--- src/design/midi_cmp_pkg.sv ---
// Shared types and constants for the MIDI channel message parser.
package midi_cmp_pkg;

    localparam int unsigned BYTE_W  = 8;
    localparam int unsigned KIND_W  = 2;
    localparam int unsigned CHAN_W  = 4;
    localparam int unsigned CFG_IDX_W = 1;
    localparam int unsigned CFG_DATA_W = 4;

    localparam logic [CFG_IDX_W-1:0] CFG_RECEIVE_CHANNEL = 1'd0;
    localparam logic [CFG_IDX_W-1:0] CFG_OMNI_ENABLE     = 1'd1;

    localparam logic [3:0] STATUS_NOTE_OFF = 4'h8;
    localparam logic [3:0] STATUS_NOTE_ON  = 4'h9;
    localparam logic [3:0] STATUS_CC       = 4'hB;
    localparam logic [3:0] STATUS_PC       = 4'hC;

    typedef enum logic [2:0] {
        ST_IDLE    = 3'd0,
        ST_OFF_NUM = 3'd1,
        ST_ON_NUM  = 3'd2,
        ST_CC_NUM  = 3'd3,
        ST_PC      = 3'd4,
        ST_OFF_VAL = 3'd5,
        ST_ON_VAL  = 3'd6,
        ST_CC_VAL  = 3'd7
    } parse_state_t;

    typedef enum logic [KIND_W-1:0] {
        KIND_NOTE_OFF = 2'd0,
        KIND_NOTE_ON  = 2'd1,
        KIND_CC       = 2'd2,
        KIND_PC       = 2'd3
    } event_kind_t;

endpackage

--- src/design/midi_channel_message_parser.sv ---
// Top level of the MIDI channel message parser.
// Each accepted request carries one received MIDI byte; it is registered, then
// parsed, and a note off, note on, control change or program change request
// leaves through the output register when a message completes.
// One byte is taken every cycle while the output side keeps up; an accepted
// byte passes through the input register and then the result register on its
// way to the result. In idle a byte is a status byte, accepted when omni
// mode is on or its channel matches; the following one or two bytes are data,
// taken whole. Configuration writes take effect at once and are meant for idle.
module midi_channel_message_parser
    import midi_cmp_pkg::*;
(
    input  logic                  clk,
    input  logic                  rst_n,
    input  logic                  wr_en,
    input  logic [CFG_IDX_W-1:0]  wr_index,
    input  logic [CFG_DATA_W-1:0] wr_data,
    input  logic                  in_valid,
    output logic                  in_stall,
    input  logic [BYTE_W-1:0]     rx_byte,
    output logic                  out_valid,
    input  logic                  out_stall,
    output logic [KIND_W-1:0]     event_kind,
    output logic [BYTE_W-1:0]     first_value,
    output logic [BYTE_W-1:0]     second_value
);

    logic [CHAN_W-1:0] receive_channel_reg;
    logic              omni_enable_reg;

    logic              in1_valid_reg;
    logic [BYTE_W-1:0] in1_byte_reg;

    parse_state_t      state_reg;
    parse_state_t      state_next;
    logic [BYTE_W-1:0] held_reg;
    logic [BYTE_W-1:0] held_next;

    logic              out_valid_reg;
    event_kind_t       kind_reg;
    event_kind_t       kind_next;
    logic [BYTE_W-1:0] first_reg;
    logic [BYTE_W-1:0] first_next;
    logic [BYTE_W-1:0] second_reg;
    logic [BYTE_W-1:0] second_next;
    logic              fire;

    logic              advance;
    logic              in_accept;
    logic              chan_ok;

    assign advance   = !out_valid_reg || !out_stall;
    assign in_stall  = in1_valid_reg && !advance;
    assign in_accept = in_valid && !in_stall;
    assign chan_ok   = omni_enable_reg || (in1_byte_reg[CHAN_W-1:0] == receive_channel_reg);

    always_ff @(posedge clk or negedge rst_n)
    begin
        if (!rst_n)
        begin
            receive_channel_reg <= '0;
            omni_enable_reg     <= 1'b0;
        end
        else if (wr_en)
        begin
            case (wr_index)
                CFG_RECEIVE_CHANNEL: receive_channel_reg <= wr_data[CHAN_W-1:0];
                CFG_OMNI_ENABLE:     omni_enable_reg     <= wr_data[0];
                default:             ;
            endcase
        end
    end

    always_ff @(posedge clk or negedge rst_n)
    begin
        if (!rst_n)
        begin
            in1_valid_reg <= 1'b0;
        end
        else if (in_accept)
        begin
            in1_valid_reg <= 1'b1;
        end
        else if (advance)
        begin
            in1_valid_reg <= 1'b0;
        end
    end

    always_ff @(posedge clk)
    begin
        if (in_accept)
        begin
            in1_byte_reg <= rx_byte;
        end
    end

    always_comb
    begin
        state_next  = state_reg;
        held_next   = held_reg;
        fire        = 1'b0;
        kind_next   = KIND_PC;
        first_next  = in1_byte_reg;
        second_next = in1_byte_reg;
        case (state_reg)
            ST_IDLE:
            begin
                state_next = ST_IDLE;
                if (chan_ok)
                begin
                    case (in1_byte_reg[BYTE_W-1:CHAN_W])
                        STATUS_NOTE_OFF: state_next = ST_OFF_NUM;
                        STATUS_NOTE_ON:  state_next = ST_ON_NUM;
                        STATUS_CC:       state_next = ST_CC_NUM;
                        STATUS_PC:       state_next = ST_PC;
                        default:         state_next = ST_IDLE;
                    endcase
                end
            end
            ST_OFF_NUM:
            begin
                held_next  = in1_byte_reg;
                state_next = ST_OFF_VAL;
            end
            ST_ON_NUM:
            begin
                held_next  = in1_byte_reg;
                state_next = ST_ON_VAL;
            end
            ST_CC_NUM:
            begin
                held_next  = in1_byte_reg;
                state_next = ST_CC_VAL;
            end
            ST_PC:
            begin
                state_next  = ST_IDLE;
                fire        = 1'b1;
                kind_next   = KIND_PC;
                second_next = '0;
            end
            ST_OFF_VAL:
            begin
                state_next = ST_IDLE;
                fire       = 1'b1;
                kind_next  = KIND_NOTE_OFF;
                first_next = held_reg;
            end
            ST_ON_VAL:
            begin
                state_next = ST_IDLE;
                fire       = 1'b1;
                kind_next  = KIND_NOTE_ON;
                first_next = held_reg;
            end
            ST_CC_VAL:
            begin
                state_next = ST_IDLE;
                fire       = 1'b1;
                kind_next  = KIND_CC;
                first_next = held_reg;
            end
            default:
            begin
                state_next = ST_IDLE;
            end
        endcase
    end

    always_ff @(posedge clk or negedge rst_n)
    begin
        if (!rst_n)
        begin
            state_reg     <= ST_IDLE;
            held_reg      <= '0;
            out_valid_reg <= 1'b0;
        end
        else if (advance)
        begin
            out_valid_reg <= in1_valid_reg && fire;
            if (in1_valid_reg)
            begin
                state_reg <= state_next;
                held_reg  <= held_next;
            end
        end
    end

    always_ff @(posedge clk)
    begin
        if (advance && in1_valid_reg && fire)
        begin
            kind_reg   <= kind_next;
            first_reg  <= first_next;
            second_reg <= second_next;
        end
    end

    assign out_valid    = out_valid_reg;
    assign event_kind   = kind_reg;
    assign first_value  = first_reg;
    assign second_value = second_reg;

`ifndef SYNTH
    a_stall_only_on_blocked_output: assert property (@(posedge clk) disable iff (!rst_n)
        in_stall |-> (out_valid_reg && out_stall))
        else $error("input stalled while the output register could advance");

    a_result_from_registered_byte: assert property (@(posedge clk) disable iff (!rst_n)
        $rose(out_valid_reg) |-> $past(in1_valid_reg))
        else $error("result appeared without a registered byte");

    a_pc_entered_from_idle: assert property (@(posedge clk) disable iff (!rst_n)
        (state_reg == ST_PC && $past(state_reg) != ST_PC) |-> ($past(state_reg) == ST_IDLE))
        else $error("program change state entered from a data state");

    a_pc_second_zero: assert property (@(posedge clk) disable iff (!rst_n)
        (out_valid_reg && kind_reg == KIND_PC) |-> (second_reg == '0))
        else $error("program change result carries a nonzero second value");
`endif

endmodule
--- config.mk ---
export PLATFORM = sky130hd
export DESIGN_NAME = midi_channel_message_parser
export DESIGN_NICKNAME = d
export VERILOG_FILES = /design/src/design/midi_cmp_pkg.sv /design/src/design/midi_channel_message_parser.sv
export SDC_FILE = /design/constraint.sdc
export NUM_CORES = 1
export LEC_CHECK = 0
export ABC_CLOCK_PERIOD_IN_PS = 3800
export BUFFER_PORTS_ARGS = -buffer_cell sky130_fd_sc_hd__buf_2
export CORE_AREA = 5 5 86 88
export DETAILED_ROUTE_END_ITERATION = 10
export DIE_AREA = 0 0 91 93
export MAX_ROUTING_LAYER = met4
export PLACE_DENSITY = 0.47
export SLEW_MARGIN = 0
export SYNTH_ARGS = -nofsm -noshare
export SYNTH_HDL_FRONTEND = slang
export SYNTH_SLANG_ARGS = --single-unit
--- constraint.sdc ---
create_clock -name clk -period 3.8 [get_ports clk]
set_input_delay 0.76 -clock clk [delete_from_list [all_inputs] [get_ports clk]]
set_output_delay 0.76 -clock clk [all_outputs]
set_load 0.01 [all_outputs]
# Word-level counts from Yosys, hierarchy flattened
# Cells that the tools add are included.
[classes]
muxes = 8
eq_ne = 12
bitwise_logic = 1
reduce_logical = 20
[op_table]
columns = ["op", "count"]
rows = [
  ["== test 4 bit (second input constant)", 4],
  ["one-hot mux 3 bit (5 select lines)", 1],
  ["== test 3 bit (second input constant)", 4],
  ["one-hot mux 3 bit (4 select lines)", 1],
  ["two-way mux 8 bit", 1],
  ["== test 3 x 2 -> 1 bit (second input constant)", 2],
  ["one-hot mux 2 bit (3 select lines)", 1],
  ["AND reduction 2 bit", 3],
  ["OR reduction 3 bit", 2],
  ["logical AND 1 bit", 5],
  ["== test 4 bit", 1],
  ["logical NOT 1 bit", 4],
  ["OR reduction 4 bit", 1],
  ["== test 3 x 1 -> 1 bit (second input constant)", 1],
  ["logical NOT 3 bit", 1],
  ["two-way mux 1 bit", 3],
  ["two-way mux 3 bit", 1],
  ["AND reduction 3 bit", 1],
  ["logical OR 1 bit", 2],
  ["nonzero test 2 bit", 1],
  ["inverter 1 bit", 1],
]
[totals]
wordCells = 51
ff_bits = 44
output_inout_bits = 20
inputBits = 18

# Logic depth before layout (Yosys ltp)
# Gate-level depths: netlist of the first run.
[depth]
word_depth = 7
mapped_depth = 5

# Worst setup path after synthesis of the first run
# No wires, ideal clock.
[synth_timing]
kind = "input-to-reg"
startpoint = "input out_stall"
endpoint = "register kind_reg[0] (netlist: event_kind[0]), enable pin"
n_path_buf = 0
stages = 2
setup_slack_ns = 1.895
arrival_time_ns = 1.527
setup_ns = 0.378
path_cell_list = "a21boi_2 -> and2_1"
[synth_between]
elab_chain_len = 4
[synth_lines]
columns = ["item", "line_no", "rtl"]
rows = [
  ["from (decl)", "midi_channel_message_parser.sv:22", "input logic out_stall,"],
  ["logical NOT 1 bit", "midi_channel_message_parser.sv:52", "assign advance = !out_valid_reg || !out_stall;"],
  ["logical OR 1 bit", "midi_channel_message_parser.sv:52", ""],
  ["logical AND 1 bit (2 in a row)", "midi_channel_message_parser.sv:192", "if (advance && in1_valid_reg && fire)"],
  ["to (signal assigned)", "midi_channel_message_parser.sv:194", "kind_reg <= kind_next;"],
  ["to (decl)", "midi_channel_message_parser.sv:40", "event_kind_t kind_reg;"],
]
# Every way passes these cells.
# A chain may end at the register's enable or synchronous reset.

# Final worst setup path of the first run
[layout_timing]
startpoint = "input out_stall"
endpoint = "output in_stall"
[layout_between]
elab_chain_len = 4
[layout_lines]
columns = ["item", "line_no", "rtl"]
rows = [
  ["logical NOT 1 bit", "midi_channel_message_parser.sv:52", ""],
  ["logical OR 1 bit", "midi_channel_message_parser.sv:52", ""],
  ["logical NOT 1 bit", "midi_channel_message_parser.sv:53", "assign in_stall = in1_valid_reg && !advance;"],
  ["logical AND 1 bit", "midi_channel_message_parser.sv:53", ""],
  ["to (decl)", "midi_channel_message_parser.sv:19", "output logic in_stall,"],
]
# Every way passes these cells.

==> results of run 1 <==
==> worst min path at each step <==
stage | to | slack [ns] | cells past startpoint
final | held_reg[5] | 0.40 | 1
after global routing | held_reg[5] | 0.43 | 1
after CTS | held_reg[5] | 0.40 | 1
after detailed placement | held_reg[3] | 0.49 | 1
after global placement | held_reg[5] | 0.49 | 1
after floorplan | held_reg[0] | 0.46 | 0
==> placed cells by master (no fill, tap or decap) <==
master,instances
and2_4,1
nand4b_1,1
xor2_1,1
nand3_1,1
mux2_2,13
and2_0,1
a21boi_2,1
nand4bb_1,1
and2_1,2
mux2_4,8
nand2b_1,1
a21o_1,1
a41oi_1,1
o32ai_1,2
nor2_1,1
edfxtp_1,26
o21ai_0,1
nor3b_1,1
inv_1,3
xnor2_1,5
o21ba_1,1
dfrtp_1,18
bufinv_16,3
nand2_1,5
mux2i_1,1
o21ai_2,1
nor2b_1,9
clkbuf_8,5
buf_2,37
==> power groups by stage <==
stage | combinational, uW | sequential [uW] | clock [uW]
after floorplan | 286 | 709 | 0
after global placement | 345 | 719 | 0
after detailed placement | 346 | 725 | 0
after CTS | 349 | 716 | 495
after global routing | 377 | 731 | 511
final | 341 | 715 | 483
==> cell type report <==
type                            count  area (sq um)
Clock buffer                        5          68.8
Clock inverter                      3          90.1
Fill cell                         638          4340
Inverter                            3          11.3
Multi-Input combinational cell     60           543
Sequential cell                    44          1230
Tap cell                           80           100
Timing Repair Buffer               37           185
==> logic make-up after synthesis <==
kind of cell    Yosys count
xor+xnor                  6
compound gates            8
flops                    44
simple gates             24
buf+inv                   6
mux                      22
==> per-stage QoR <==
stage	total power [uW]	cell area, sq um	util	std cells	setup WS [ns]
after floorplan	995	1820	-	110	1.89
after global placement	1060	2070	0.315	224	1.55
after detailed placement	1070	2070	0.315	224	1.52
after CTS	1560	2230	0.339	232	1.82
after global routing	1620	2230	0.339	232	1.72
final	1540	2230	0.339	232	1.84
==> layer usage <==
metal / share of wire / up-vias / GRT usage
li1: - / 476 / -
met1: 0.47 / 450 / 0.104
met2: 0.44 / 30 / 0.124
met3: 0.065 / 5 / 0.0314
met4: 0.025 / 0 / 0.0403
met5: 0 / - / -
==> Yosys cell counts, types with 2 or more instances <==
cell	instances	area [sq um]
edfxtp_1	26	781
dfrtp_1	18	450
mux2_2	13	146
nor2b_1	9	56.3
mux2_4	8	120
nand2_1	5	18.8
xnor2_1	5	43.8
inv_1	3	11.3
and2_1	2	12.5
buf_6	2	22.5
o32ai_1	2	17.5
==> out/qor.csv, run 1 <==
metric,value,unit
portion of netlist area occupied by mux cells,0.152,
routed via count,961,
unrepaired setup endpoints after global routing,no,
"Hold Vio Cnt, Final",0,
Pwr Density,690,nW/um^2
CTS Buf Count,5,
total stage count of the critical path,4,
Layout area overhead,22.8,%
CP max FO,3,
Hold WC Path Type,input port to async pin,
Mapped Cells,110,
Net Switching,378,uW
# H-tree levels,2,
final worst-path cycle share,0.517,
CP max-delay cell,nand3_1,
share of cells above drive strength 1,0.454,
largest net degree at the start of global routing,22,
static leakage,0.000906,uW
Sw Share,0.246,
minimum clock period,1.96,ns
WS Path Type,input port to output pin,
clock share of power,0.314,
fin. max-slew vios,0,
FF-to-FF End,first_value[1],
sequential share of power,0.465,
Resized Gates After CTS,0,
core box area,6570,sq um
largest family of logic cells by synthesized area,multiplexers,
r2r worst-path depth,2,
hold_ws,0.402,ns
vias per std cell,4.14,
drt pass-1 iters,2,
routed len/inst,14.2,microns
worst r2r src,out_valid,
Die Height,93,microns
crit path launch type,input port,
CP top delay family,buffers and inverters,
critical path required time,3.04,ns
Routed Antenna Nets,0,
Main synth FF type,edfxtp_1,
Post-Syn Nets,128,
CTS tree,built,
CP Cell Sequence,"buf_2, nand3_1, inv_1, buf_2",
post-synthesis sequential area ratio,0.678,
CTS Root Cell,clkbuf_8,
clk_lat worst skew,0.29,ns
maximum clock insertion buffer count,2,
global placer's final weighted congestion,0.704,
Comb power frac,0.222,
nets,169,
number of global-route vias before repair,1056,
status,"complete, no violations",
Synth async-reset ratio,0.409,
Worst Tran Pin Value,0.882,ns
f_max,509,MHz
"flops & latches, synth",44,
total grt overflow,0,
Ant. Diodes,0,
clk sinks,44,
Synth Area per Inst,16.5,sq um
hold_buf cts,0,
Slew headroom,0.412,
dpl hpwl,2410,microns
DR DRC count,0,
crit path from,out_stall,
setup_tns,0,ns
Synth Area in Adders,0,
VDD IR max,0.189,mV
initial antenna violation count,0,
I/O pin count,38,
initial core utilization,0.276,
die area,8460,sq um
WP buf/inv,3,
arrival time of the worst setup path,1.20,ns
YS warnings,0,
Unique masters post-synth,28,
Critical Path Sink,in_stall,
Clock transition at path regs,0.08,ns
input/output buffers,37,
simple-gate share of the synthesized area,0.0799,
crit-path max cell delay,0.13,ns
final count of negative-setup-slack endpoints,0,
"Top cell by count, worst path",buf_2,
Clock Skews,0.00399,ns
CP Capture Type,output pin,
"setup slack, reg-to-reg",2.01,ns
Post-Syn Area,1820,sq um
XOR/XNOR share of the synthesized area,0.0289,
number of synthesized flops with an enable pin,26,
FP Rows,30,
post-CTS setup buffer count,0,
Chip Width,91,microns
first-pass GRT wire length,5470,microns
gr usage total,0.0849,
Pint,1160,uW
Compound-Gate Fraction of Synth Area,0.0379,
number of max-cap violations,0,
Initial DRC Count,7,
final WL,3290,microns
No activity file was read; power rests on OpenSTA's default activity.
==> run 2: changes to the inputs <==
ABC_CLOCK_PERIOD_IN_PS = 2000   (was 3800)
clock period = 2 ns   (was 3.8 ns; I/O delays follow)
==> run 2 against run 1 <==
Global-route usage about the same. Clock power increased by 8.9%. First-iteration DRC count grew to 5.3 times the previous value. Sequential share of layout area grew 1.8 points. Power increased by 65%. Design area shrank 3.1%. Critical endpoint is now first_value[4].
==> out/qor.csv, run 2 (synthesized netlist as in run 1, its figures left out) <==
metric,value,unit,change
status,"complete, no violations",,
Die Height,93,microns,unchanged
most frequent cells in the layout,"37 x buf_2, 26 x edfxtp_1, 18 x dfrtp_1",,
share of cells above drive strength 1,0.451,,-0.00297
clk sinks,44,,unchanged
FF-to-FF End,first_value[4],,
CTS Buf Count,5,,unchanged
unrepaired setup endpoints after global routing,no,,
CP Capture Type,flop,,
total power,2540,uW,+65%
"commonest non-fill, non-tap cell in the layout",buf_2,,
die area,8460,sq um,unchanged
dpl hpwl,2370,microns,-1.4%
total grt overflow,0,,unchanged
placed inst area,2080,sq um,+0.36%
nets,170,,+0.59%
drt pass-1 iters,4,,+2
Pwr Density,1170,nW/um^2,+70%
initial core utilization,0.276,,unchanged
crit path from,state_reg[0],,
first-pass GRT wire length,5470,microns,unchanged
static leakage,0.000879,uW,-3.1%
critical path required time,2.04,ns,-1.00 ns
fin util,0.329,,-0.0105
r2r worst-path depth,2,,unchanged
"Hold Vio Cnt, Final",0,,unchanged
WS Path Type,flop to flop,,
"setup slack, reg-to-reg",0.46,ns,-1.55 ns
DR DRC count,0,,unchanged
fin cells,233,,+0.43%
"Design Area, Final",2160,sq um,-3.1%
Ant. Diodes,0,,unchanged
I/O pin count,38,,unchanged
Routed Antenna Nets,0,,unchanged
fin. max-slew vios,0,,unchanged
arrival time of the worst setup path,1.58,ns,+0.38 ns
setup_tns,0,ns,unchanged
gr usage total,0.0846,,-0.000352
Layout area overhead,19.0,%,
number of global-route vias before repair,1091,,+3.3%
routed len/inst,13.8,microns,-2.9%
routed via count,984,,+2.4%
Slew headroom,0.679,,+0.267
CP Cell Sequence,"o21ai_2, mux2_2",,
CTS tree,built,,
fillcell total,644,,+0.94%
number of max-cap violations,0,,unchanged
CP max-delay cell,dfrtp_1,,
hold_buf cts,0,,unchanged
final WL,3210,microns,-2.5%
initial antenna violation count,0,,unchanged
Resized Gates After CTS,0,,unchanged
Hold WC Path Type,input port to async pin,,
CP max FO,8,,+5
largest net degree at the start of global routing,19,,-14%
WP buf/inv,0,,-3
worst r2r src,state_reg[0],,
post-CTS setup buffer count,0,,unchanged
global placer's final weighted congestion,0.727,,+3.3%
minimum clock period,1.54,ns,
crit path launch type,flop,,
f_max,650,MHz,
CP top delay family,flip-flops,,
maximum clock insertion buffer count,2,,unchanged
final worst-path cycle share,0.770,,
placed insts,225,,+0.45%
Clock transition at path regs,0.08,ns,about the same
clk_lat worst skew,0.29,ns,about the same
core box area,6570,sq um,unchanged
Chip Width,91,microns,unchanged
crit-path max cell delay,0.45,ns,+0.32 ns
Worst Tran Pin Value,0.482,ns,-0.400 ns
VDD IR max,0.333,mV,+76%
vias per std cell,4.22,,+2.0%
Initial DRC Count,37,,+30
# H-tree levels,2,,unchanged
FP Rows,30,,unchanged
CTS Root Cell,clkbuf_8,,
Clock Skews,0.00476,ns,+0.000766 ns
input/output buffers,37,,unchanged
final count of negative-setup-slack endpoints,0,,unchanged
run 2: cell count changes in the layout (fill, tap and decap cells not counted):
cell,previous run,this run
buf_4,0,1
clkinv_2,0,2
bufinv_16,3,0
clkinv_1,0,1
run 2: where the power goes:
group          internal (uW)  leakage (uW)  switching (uW)
clock                    237     0.0000453             288
combinational            372      0.000376             288
sequential              1210      0.000457             142
run 2: metal layers:
| layer | vias to the layer above | part of all wire | global-route usage |
|---|---|---|---|
| li1 | 478 | - | - |
| met1 | 466 | 0.48 | 0.107 |
| met2 | 36 | 0.44 | 0.123 |
| met3 | 4 | 0.064 | 0.0298 |
| met4 | 0 | 0.016 | 0.0367 |
| met5 | - | 0 | - |
run 2: cell type report:
class | instances | area (sq um) | area share
clock inverter | 3 | 13.8 | 0.00637
clock buffer | 5 | 68.8 | 0.0318
multi-input combinational | 60 | 543 | 0.251
sequential | 44 | 1230 | 0.570
tap | 80 | 100 | 0.0463
timing repair buffer | 38 | 193 | 0.0892
inverter | 3 | 11.3 | 0.00521
run 2: worst max path at each step:
stage	end	cells past startpoint
floorplan	event_kind[0]	2
global placement	first_value[1]	4
detailed placement	first_value[2]	4
CTS	first_value[3]	2
global route	first_value[3]	2
finish	first_value[4]	2
run 2: stage by stage:
stage               worst slack [ns]  hold slack [ns]
finish                         0.461           0.0378
global placement               0.444            0.367
detailed placement             0.383            0.375
CTS                            0.442           0.0547
floorplan                      0.390            0.104
global route                   0.381           0.0681
==> run 3: changes to the inputs <==
ABC_CLOCK_PERIOD_IN_PS = 1500   (was 2000)
clock period = 1.5 ns   (was 2 ns; I/O delays follow)
==> run 3 against run 2 <==
Maximum frequency is 8.7% higher. Global-route usage hardly changed. Worst hold slack better by 0.14 ns. Sequential share of layout area is 2.5 points lower. Critical path type unchanged. Non-clock buffer count is 6 higher. Sequential power is 33% higher. Sequential cell count stayed put. Largest cell class unchanged. Clock skew is 0.0020 ns higher. Clock power is 70% higher. Highest routed layer unchanged.
==> out/qor.csv, run 3 (synthesized netlist as in run 1, its figures left out) <==
metric,value,unit,change
status,"complete, no violations",,
Ant. Diodes,0,,unchanged
Initial DRC Count,26,,-30%
f_max,706,MHz,+8.7%
Pint,2700,uW,+48%
I/O pin count,38,,unchanged
crit path launch type,flop,,
Sw Share,0.268,,-0.0151
placed inst area,2140,sq um,+3.1%
final count of negative-setup-slack endpoints,0,,unchanged
CTS tree,built,,
maximum clock insertion buffer count,2,,unchanged
r2r worst-path depth,4,,+2
CTS Root Cell,clkbuf_8,,
Routed Antenna Nets,0,,unchanged
critical path required time,1.68,ns,-0.36 ns
VDD IR max,0.430,mV,+29%
first-pass GRT wire length,5420,microns,-1.0%
drt pass-1 iters,3,,-1
global placer's final weighted congestion,0.733,,+0.87%
clk sinks,44,,unchanged
WS Path Type,flop to flop,,
core box area,6570,sq um,unchanged
final WL,3280,microns,+2.3%
dpl hpwl,2520,microns,+6.3%
Slew headroom,0.716,,+0.0370
vias per std cell,4.19,,-0.73%
clock share of power,0.242,,+0.035
FP Rows,30,,unchanged
number of max-cap violations,0,,unchanged
post-CTS setup buffer count,0,,unchanged
sequential share of power,0.485,,-0.048
routed len/inst,13.7,microns,-0.23%
number of global-route vias before repair,1074,,-1.6%
CP Capture Type,flop,,
"Design Area, Final",2260,sq um,+4.6%
"commonest non-fill, non-tap cell in the layout",buf_2,,
fin. max-slew vios,0,,unchanged
dpl ws,0.0843,ns,-0.299 ns
arrival time of the worst setup path,1.60,ns,+0.02 ns
total grt overflow,0,,unchanged
static leakage,0.000928,uW,+5.6%
initial core utilization,0.276,,unchanged
final worst-path cycle share,0.944,,+0.174
largest net degree at the start of global routing,19,,unchanged
share of cells above drive strength 1,0.472,,+0.0207
Clock transition at path regs,0.08,ns,about the same
Clock Skews,0.00673,ns,+0.00197 ns
initial antenna violation count,0,,unchanged
Layout area overhead,24.5,%,
minimum clock period,1.42,ns,-0.124 ns
"Hold Vio Cnt, Final",0,,unchanged
Die Height,93,microns,unchanged
gr usage total,0.0841,,-0.000471
Pwr Density,1630,nW/um^2,+39%
Hold WC Path Type,input port to flop,,
Worst Tran Pin Value,0.427,ns,-0.0554 ns
most frequent cells in the layout,"37 x buf_2, 26 x edfxtp_1, 18 x dfrtp_1",,
clk_lat worst skew,0.30,ns,about the same
die area,8460,sq um,unchanged
WHS Path Cells,1,,
Register Area,1230,sq um,unchanged
area of the multi-input gates,544,sq um,+0.23%
Comb power frac,0.273,,+0.013
unrepaired setup endpoints after global routing,no,,
routed via count,1002,,+1.8%
# H-tree levels,2,,unchanged
input/output buffers,37,,unchanged
fillcell total,646,,+0.31%
Chip Width,91,microns,unchanged
CP max FO,8,,unchanged
DR DRC count,0,,unchanged
setup_tns,0,ns,unchanged
Net Switching,987,uW,+37%
nets,176,,+3.5%
final setup margin,0.0844,ns,-0.376 ns
CTS Buf Count,5,,unchanged
## run 3: power groups by stage
stage / clock network (uW) / logic (uW) / registers (uW)
3_5_place_dp: 0 / 1020 / 1820
5_1_grt: 968 / 1100 / 1830
3_3_place_gp: 0 / 989 / 1810
2_1_floorplan: 0 / 725 / 1800
6_report: 893 / 1010 / 1790
4_1_cts: 920 / 1030 / 1790
## run 3: stage by stage
stage	power, uW	hold WS (ns)	util	cells
2_1_floorplan	2520	0.00441	-	110
3_3_place_gp	2800	0.253	0.326	230
3_5_place_dp	2840	0.267	0.326	230
4_1_cts	3740	0.165	0.344	239
5_1_grt	3890	0.168	0.344	239
6_report	3690	0.178	0.344	239
## run 3: routing by layer
metal,vias to the layer above,global-route usage,share of wire
li1,490,-,-
met1,475,0.103,0.47
met2,31,0.121,0.45
met3,6,0.0306,0.059
met4,0,0.0440,0.024
met5,-,-,0
## run 3: layout make-up
class,count,share of cell area
inverter,3,0.00498
clock inverter,2,0.0155
sequential,44,0.545
clock buffer,6,0.0321
timing repair buffer,44,0.117
multi-input combinational,60,0.241
tap,80,0.0443
## run 3: timing repair
| action | in CTS | in global routing |
|---|---|---|
| gates resized for setup | 0 | 0 |
| hold endpoints to repair | 18 | 0 |
| hold buffers | 1 | 0 |
## run 3: critical path, stage by stage (launching register included)
cell     delay (ns)
dfrtp_1        0.43
buf_4          0.16
o21ba_1        0.19
and2_4         0.22
mux2_4         0.31
## run 3: worst paths after layout
path / startpoint / to / slack, ns
min in group asynchronous: rst_n / receive_channel_reg[3] / 0.47
hold reg to reg: held_reg[7] / held_reg[7] / 0.51
max in group asynchronous: rst_n / state_reg[0] / 0.73
setup / recovery: state_reg[0] / held_reg[3] / 0.08
setup reg to reg: state_reg[0] / held_reg[3] / 0.08
hold / removal: rx_byte[1] / in1_byte_reg[1] / 0.18
